<file path="config.mk">
export PLATFORM = sky130hd
export DESIGN_NAME = whist_acc
export DESIGN_NICKNAME = d
export VERILOG_FILES = /design/src/whist_pkg.sv /design/src/whist_acc.sv
export SDC_FILE = /design/constraint.sdc
export NUM_CORES = 1
export LEC_CHECK = 0
export ABC_AREA = 1
export BUFFER_PORTS_ARGS = -buffer_cell sky130_fd_sc_hd__buf_4
export CORE_ASPECT_RATIO = 0.6
export CORE_MARGIN = 2
export CORE_UTILIZATION = 45
export DETAILED_ROUTE_END_ITERATION = 8
export PLACE_DENSITY_LB_ADDON = 0.12
export SLEW_MARGIN = 20
export SYNTH_ARGS = -nofsm -noshare
export SYNTH_HDL_FRONTEND = slang
export SYNTH_SLANG_ARGS = --single-unit
</file>
<file path="constraint.sdc">
create_clock -name vclk -period 5.3
set_clock_uncertainty 0.2 [all_clocks]
set_input_delay 0.265 -clock vclk [all_inputs]
set_output_delay 0.265 -clock vclk [all_outputs]
set_load 0.01 [all_outputs]
</file>
<file path="src/whist_pkg.sv">
// Package for the weighted histogram accumulator.
// Holds store sizes, field widths, item kind and status codes, and the adder result type.
// No dependencies.
package whist_pkg;

  // Store size and derived address width.
  localparam int unsigned MaxBins      = 1024;
  localparam int unsigned BinAddrW     = (MaxBins > 1) ? $clog2(MaxBins) : 1;

  // Field widths.
  localparam int unsigned KindW        = 2;
  localparam int unsigned BinNumberW   = 16;
  localparam int unsigned WeightW      = 32;
  localparam int unsigned SumW         = 48;
  localparam int unsigned StatusW      = 2;
  localparam int unsigned BinCountW    = 11;

  // Weights and sums share this many fractional bits, so no alignment shift is needed.
  localparam int unsigned WeightFracBits = 16;

  localparam logic [BinCountW-1:0] BinCountReset = BinCountW'(1024);

  // Item kinds.
  localparam logic [KindW-1:0] KIND_ACC    = 2'd0;
  localparam logic [KindW-1:0] KIND_READ   = 2'd1;
  localparam logic [KindW-1:0] KIND_CLEAR  = 2'd2;
  localparam logic [KindW-1:0] KIND_UNUSED = 2'd3;

  // Result status codes.
  localparam logic [StatusW-1:0] STATUS_OK    = 2'd0;
  localparam logic [StatusW-1:0] STATUS_RANGE = 2'd1;
  localparam logic [StatusW-1:0] STATUS_SAT   = 2'd2;

  typedef struct packed {
    logic signed [SumW-1:0] sum;
    logic                   saturated;
  } acc_result_t;

endpackage

</file>
<file path="src/whist_acc.sv">
// Saturating adder: adds a sign-extended weight to a bin sum, clamping at the sum limits.
// Depends on whist_pkg.
module whist_acc
  import whist_pkg::*;
(
  input  logic signed [SumW-1:0]    sum_i,
  input  logic signed [WeightW-1:0] weight_i,
  output acc_result_t               result_o
);

  localparam logic signed [SumW-1:0] SumMax = {1'b0, {(SumW-1){1'b1}}};
  localparam logic signed [SumW-1:0] SumMin = {1'b1, {(SumW-1){1'b0}}};

  logic signed [SumW:0] wide_sum;

  assign wide_sum = (SumW+1)'(sum_i) + (SumW+1)'(weight_i);

  always_comb begin
    result_o.saturated = (wide_sum[SumW] != wide_sum[SumW-1]);
    if (!result_o.saturated) begin
      result_o.sum = wide_sum[SumW-1:0];
    end else if (wide_sum[SumW]) begin
      result_o.sum = SumMin;
    end else begin
      result_o.sum = SumMax;
    end
  end

endmodule

</file>
==> results.yml, run 1 <==
grt:
  grt_pass1_vias: 4914
  grt_max_degree: 49
  grt_usage: 0.294
  grt_first_pass_wirelength_um: 25400
  antenna_found_initial: 0
  overflow: 0
critical_path:
  worst_path_largest_cell_delay_ps: 460
  end_kind: "output port"
  cp-startpoint: "sum_i[0]"
  path_buf_inv: 2
  crit_path_frequent_cell: "nand2_1"
  cp_top_family: "simple AND/OR/NAND/NOR gates"
  cp_cell_sequence: "buf_4 > ha_1 > fa_1 > nand2_1 > nand2_1 > nand3_1 > nand2_2 > nand2_1 > nand2_2 > nand2_1 > nand3_1 > nand2_2 > nand2_4 > nand2_4 > o21ai_0 > buf_4"
  critPathLaunchType: "input port"
  worstPathRequired_ps: 4840
  slowest_stage: "fa_1"
  critPathMaxFanout: 48
  path_class: "input port to output port"
  cp.arrival_ps: 2920
power_and_ir_drop:
  leakage_nw: 3.16
  power.internal_uw: 365
  ir_worst_vdd_mv: 0.0951
  powerDensity_nw_per_um2: 165
  clkPwrFrac: 0
  share_comb_of_total_power: 1.000
  swShare: 0.596
  p_sw_uw: 538
  pwr-share-seq: 0
finish:
  seq_cells: 0
  fin_nets: 1114
  area_delta_synth_final_pct: 23.4
  antenna_cells: 0
  regArea_um2: 0
  finalNonFillerCells: 1118
  n_clock_buffer: 0
  n_fill_cell: 1101
  drive_above_1_share: 0.219
routing:
  firstDrtPassIters: 7
  top_layer: "met4"
  dr_wl_met2_um: 5610
  met3RoutedLength_um: 2280
  ant_nets: 0
  routed_via_density: 5.14
  wl_per_cell_um: 14.5
  drtIter0Drc: 532
  met1_length_um: 8300
  drc: 0
  vias: 5745
  drt-total-wl_um: 16200
worst_hold_path:
  min_path_type: "input port to output port"
  holdPathStages: 5
  min_from: "weight_i[0]"
  worstHoldEndpoint: "result_o[1]"
sta:
  setup_viol: 0
  max_freq_ghz: 0.296
  rsz0062_at_grt: "false"
  relSlewSlack: 0.595
  finalHoldViolCount: 0
  fin_crit_ps: 3380
  min_period_over_period: 0.638
  worst_slew_pin_slew_ps: 607
  setup_tns_ps: 0
  slew_violations: 0
  whs_ps: 715
floorplanning:
  die_w_um: 132
  rows: 28
  die_y_um: 80.9
  start_util: 0.456
  io_pins: 129
  die_area_um2: 10700
  coreArea_um2: 9740
logic_synthesis:
  syn_nets: 992
  syn_area_um2: 4440
  yosysSeqAreaShare: 0
  synth_cells: 863
  synth_cell_types: 34
  synth_largest_area_cell: "nand2_1"
  syn_area_per_cell_um2: 5.14
  synth_common_cells: "nand2_1, inv_1, nor2_1"
  yosys_warnings: 0
  synth.top_cells.by_area: "nand2_1, ha_1, inv_1"
  synth.most_common_cell: "nand2_1"
  synth_top_area_share: 0.258
job:
  max-cap-violations: 0
placement:
  placed_cells: 1118
  place.gp.congestion: 1.05
  place_hpwl_um: 14100
  numPortBuffers: 129
clock_tree:
  cts-resized-gates: 0
  holdBufCountCts: 0
  cts_setup_buffers: 0
status:
  status: "completed"
## how the worst max path moves through the flow
| stage | cells past startpoint | slack, ps | endpoint |
|---|---|---|---|
| floorplan | 15 | 2720 | result_o[25] |
| global route | 16 | 1660 | result_o[34] |
| finish | 16 | 1920 | result_o[3] |
| detailed placement | 16 | 1930 | result_o[3] |
| CTS | 16 | 1920 | result_o[3] |
| global placement | 16 | 2020 | result_o[4] |
## stage by stage
stage                     utilization  area (um^2)  worst slack [ps]  total power [mW]
after floorplan                     -         4440              2720             0.563
final                           0.562         5480              1920             0.903
after detailed placement        0.562         5480              1930             0.888
after global routing            0.562         5480              1660             0.990
after global placement          0.562         5480              2020             0.885
after CTS                       0.562         5480              1920             0.892
## logic make-up (layout without fill, tap and decap cells)
group	count (synthesis)	after routing	share of synthesized area
buffers and inverters	158	278	0.149
AO/OA/AOI/OAI	112	112	0.137
XOR/XNOR	32	32	0.0631
AND/OR/NAND/NOR	512	512	0.512
adder cells (fa/ha/maj)	49	49	0.140
## layout by cell type, fill, tap and decap left out, types with 2 or more instances in the layout
master	Yosys	routed
nand2_1	305	305
inv_1	131	131
buf_4	1	129
nor2_1	71	71
a21oi_1	56	56
ha_1	48	48
nand2_2	45	45
nand3_1	33	33
o21ai_0	27	27
xor2_1	22	22
nand4_1	19	19
inv_2	17	17
o21bai_1	12	12
nor3_1	11	11
o21ai_1	11	11
nor2_2	10	10
xnor2_1	10	10
nor2_4	5	5
nand3b_1	4	4
a21oi_2	3	3
nand2_4	3	3
nor4_1	2	2
a31oi_1	2	2
## power groups by stage
stage                     registers (mW)  logic (mW)  clock network [mW]
after global placement                 0       0.885                   0
after global routing                   0       0.990                   0
final                                  0       0.903                   0
after CTS                              0       0.892                   0
after detailed placement               0       0.888                   0
after floorplan                        0       0.563                   0
## cell type report
class,instances,area (um^2),area share
inverters,149,562,0.103
multi-input cells,705,3780,0.690
well taps,135,169,0.0308
repair buffers,129,968,0.177
## layer usage
metal | track usage | up-vias
li1 | - | 2944
met1 | 0.481 | 2501
met2 | 0.398 | 296
met3 | 0.0543 | 4
met4 | 0.0108 | 0
met5 | 0 | -
(Power assumes the default switching activity.)
==> run 2: changes to the inputs <==
Clock period 5.3 ns to 2.8 ns, I/O delays scaled along.
==> results.yml, run 2 (synthesis results as in run 1) <==
status:
  status: "completed"
sta:
  final.setup.worst_slack_ps: 127
  fin_crit_ps: 2670
  setup_viol: 0
  relSlewSlack: 0.586
  finalHoldViolCount: 0
  min_period_over_period: 0.955
  max_freq_ghz: 0.374
  slew_violations: 0
  worst_slew_pin_slew_ps: 614
critical_path:
  critPathMaxFanout: 17
  crit_path_frequent_cell: "nand2_1"
  critPathLaunchType: "input port"
  cp-startpoint: "weight_i[31]"
  path_class: "input port to output port"
  worstPathRequired_ps: 2460
  end_kind: "output port"
  worst_path_largest_cell_delay_ps: 320
  cp.arrival_ps: 2330
  cp_cell_sequence: "buf_8 > ha_1 > buf_4 > nand2_1 > nand2_1 > a21oi_1 > nand2_1 > a21oi_1 > nand3_1 > nand2_2 > nand2_4 > inv_4 > nand2_8 > nand2_1 > nand2_2 > buf_4"
  slowest_stage: "ha_1"
  crit_end: "result_o[40]"
routing:
  drc: 0
  drt-total-wl_um: 16900
  firstDrtPassIters: 5
  ant_nets: 0
  wl_per_cell_um: 14.4
  routed_via_density: 5.08
  drtIter0Drc: 550
  vias: 5954
finish:
  n_clock_buffer: 0
  final_common_cell: "nand2_1"
  seq_cells: 0
  post-route-util: 0.622
  fin_nets: 1169
  mostFrequentLayoutCells: "nand2_1, buf_4, inv_1, nor2_1, a21oi_1"
  antenna_cells: 0
  area_delta_synth_final_pct: 36.5
  stdcell_area_um2: 6060
  drive_above_1_share: 0.277
  regArea_um2: 0
placement:
  place_hpwl_um: 14600
  place_area_um2: 5910
  place.gp.congestion: 0.946
  place_ws_ps: 2.44
  numPortBuffers: 129
floorplanning:
  die_y_um: 80.9
  die_area_um2: 10700
  start_util: 0.456
  io_pins: 129
  die_w_um: 132
  coreArea_um2: 9740
  rows: 28
clock_tree:
  cts_setup_buffers: 0
  holdBufCountCts: 0
grt:
  grt_max_degree: 34
  grt_usage: 0.303
  overflow: 0
  grt_pass1_vias: 5054
  grt_first_pass_wirelength_um: 26000
  antenna_found_initial: 0
power_and_ir_drop:
  powerDensity_nw_per_um2: 316
  ir_worst_vdd_mv: 0.208
  leakage_nw: 3.43
worst_hold_path:
  min_path_type: "input port to output port"
job:
  max-cap-violations: 0
run 2: cell types whose count changed in the layout (fill, tap and decap cells not counted), sizes merged:
cell	delta
nand2	+1
buf	+54
run 2: repair_timing:
| item | CTS | global route |
|---|---|---|
| gates cloned | 0 | 1 |
| hold endpoints to repair | 0 | 0 |
| endpoints found under the setup margin | 1 | 48 |
| pin swaps | 0 | 2 |
| resized for setup | 1 | 24 |
run 2: area by class of cell:
| cell class | instances | area, um^2 |
|---|---|---|
| Multi-Input combinational cell | 706 | 3920 |
| Fill cell | 1056 | 3680 |
| Timing Repair Buffer | 183 | 1410 |
| Inverter | 149 | 564 |
| Tap cell | 135 | 169 |
run 2: layer usage:
layer,share of wire,track usage,vias up
li1,-,-,3066
met1,0.52,0.495,2595
met2,0.35,0.403,283
met3,0.13,0.0624,10
met4,0.0046,0.0161,0
met5,0,0,-
run 2: metrics by stage:
stage               cells  total power [mW]  hold WS, ps  setup TNS [ps]
floorplan             863              1.06          306               0
global placement     1172              1.81          471               0
detailed placement   1172              1.82          471               0
CTS                  1172              1.83          475               0
global route         1173              2.08          508           -5.19
finish               1173              1.91          487               0
run 2: worst min-delay path by stage:
stage / startpoint / end / slack (ps) / cells after the start
6_report: weight_i[0] / result_o[1] / 490 / 5
5_1_grt: weight_i[0] / result_o[1] / 510 / 5
4_1_cts: weight_i[0] / result_o[1] / 470 / 5
3_5_place_dp: weight_i[0] / result_o[1] / 470 / 5
3_3_place_gp: weight_i[0] / result_o[1] / 470 / 5
2_1_floorplan: weight_i[0] / result_o[1] / 310 / 3
run 2: worst max-delay path: cells and delay by family:
kind,cells,cell delay (ps)
buffers and inverters,4,600
adders and majority gates,1,320
AOI/OAI and AO/OA,2,400
and+or+nand+nor,9,850
run 2: power by group:
group	leakage (nW)	total, mW	switching (mW)	internal (mW)
logic	3.43	1.91	1.08	0.828
clock network	0	0	0	0
registers	0	0	0	0
==> run 3: changes to the inputs <==
Settings changed: CORE_MARGIN 2 to 8, RECOVER_POWER set to 25.
==> results.yml, run 3 (synthesis results as in run 1) <==
grt:
  antenna_found_initial: 0
  grt_max_degree: 34
  grt_pass1_vias: 5184
  overflow: 0
  grt_first_pass_wirelength_um: 27000
  grt_usage: 0.247
placement:
  place_hpwl_um: 15200
  place.gp.congestion: 1.03
  place_area_um2: 5750
  placed_cells: 1149
  numPortBuffers: 129
floorplanning:
  io_pins: 129
  start_util: 0.456
  die_y_um: 92.9
  coreArea_um2: 9740
  die_w_um: 144
  die_area_um2: 13400
  rows: 28
routing:
  firstDrtPassIters: 5
  drt-total-wl_um: 17700
  ant_nets: 0
  routed_via_density: 5.17
  drc: 0
  wl_per_cell_um: 15.4
  drtIter0Drc: 534
  vias: 5970
sta:
  setup_tns_ps: 0
  slew_violations: 0
  rsz0062_at_grt: "true"
  whs_ps: 494
  setup_viol: 0
  max_freq_ghz: 0.375
  worst_slew_pin_slew_ps: 599
  fin_crit_ps: 2670
  finalHoldViolCount: 0
  relSlewSlack: 0.597
  min_period_over_period: 0.953
finish:
  drive_above_1_share: 0.276
  antenna_cells: 0
  regArea_um2: 0
  n_clock_buffer: 0
  post-route-util: 0.616
  area_delta_synth_final_pct: 35.1
  n_fill_cell: 1058
  seq_cells: 0
  finalNonFillerCells: 1154
  stdcell_area_um2: 6000
  mostFrequentLayoutCells: "nand2_1, buf_4, inv_1, nor2_1, nand2_2"
  fin_nets: 1150
  multi_input_area_um2: 3990
  final_common_cell: "nand2_1"
critical_path:
  path_class: "input port to output port"
  slowest_stage: "ha_1"
  cp.arrival_ps: 2330
  cp_top_family: "simple AND/OR/NAND/NOR gates"
  end_kind: "output port"
  worstPathRequired_ps: 2460
  worst_path_largest_cell_delay_ps: 300
  critPathMaxFanout: 17
  crit_path_frequent_cell: "nand2_1"
  path_buf_inv: 4
  cp_cell_sequence: "buf_6 > ha_1 > buf_4 > nand2_1 > nand2_1 > a21oi_2 > nand2_1 > a21oi_2 > nand3_1 > nand2_2 > nand2_4 > inv_4 > nand2_8 > nand2_1 > nand2_2 > buf_4"
  critPathLaunchType: "input port"
power_and_ir_drop:
  ir_worst_vdd_mv: 0.175
  powerDensity_nw_per_um2: 322
  pwr-share-seq: 0
  p_sw_mw: 1.11
  leakage_nw: 3.35
  swShare: 0.576
  power.internal_uw: 818
  share_comb_of_total_power: 1.000
  clkPwrFrac: 0
status:
  status: "completed"
job:
  max-cap-violations: 0
worst_hold_path:
  min_path_type: "input port to output port"
clock_tree:
  holdBufCountCts: 0
## run 3: power groups by stage
stage / Sequential (mW) / Combinational [mW] / Clock, mW
finish: 0 / 1.93 / 0
global route: 0 / 2.10 / 0
CTS: 0 / 1.81 / 0
detailed placement: 0 / 1.80 / 0
global placement: 0 / 1.80 / 0
floorplan: 0 / 1.06 / 0
## run 3: repair_timing
| action | 4_1_cts | 5_1_grt |
|---|---|---|
| setup endpoints to repair | 0 | 48 |
| buffers inserted | 0 | 3 |
| resized for setup | 0 | 44 |
## run 3: area by class of cell
| class | instances | share of cell area |
|---|---|---|
| inverter | 149 | 0.0949 |
| multi-input combinational | 707 | 0.666 |
| tap | 135 | 0.0282 |
| timing repair buffer | 163 | 0.211 |
## run 3: stage by stage
step	power, mW	worst slack [ps]
after global placement	1.80	62.6
after CTS	1.81	52.1
after floorplan	1.06	471
after detailed placement	1.80	57.0
final	1.93	132
after global routing	2.10	-93.6
## run 3: metal layers
layer  track usage  part of all wire  wire (um)  vias up
li1              -                 -          -     3031
met2         0.330              0.36       6450      291
met4       0.00775            0.0052         93        0
met1         0.407              0.50       8840     2638
met5             0                 0          0        -
met3        0.0370              0.13       2360       10
## run 3: worst paths after layout
kind,cells after the start,from,endpoint
max,16,weight_i[31],result_o[19]
min,5,weight_i[0],result_o[1]
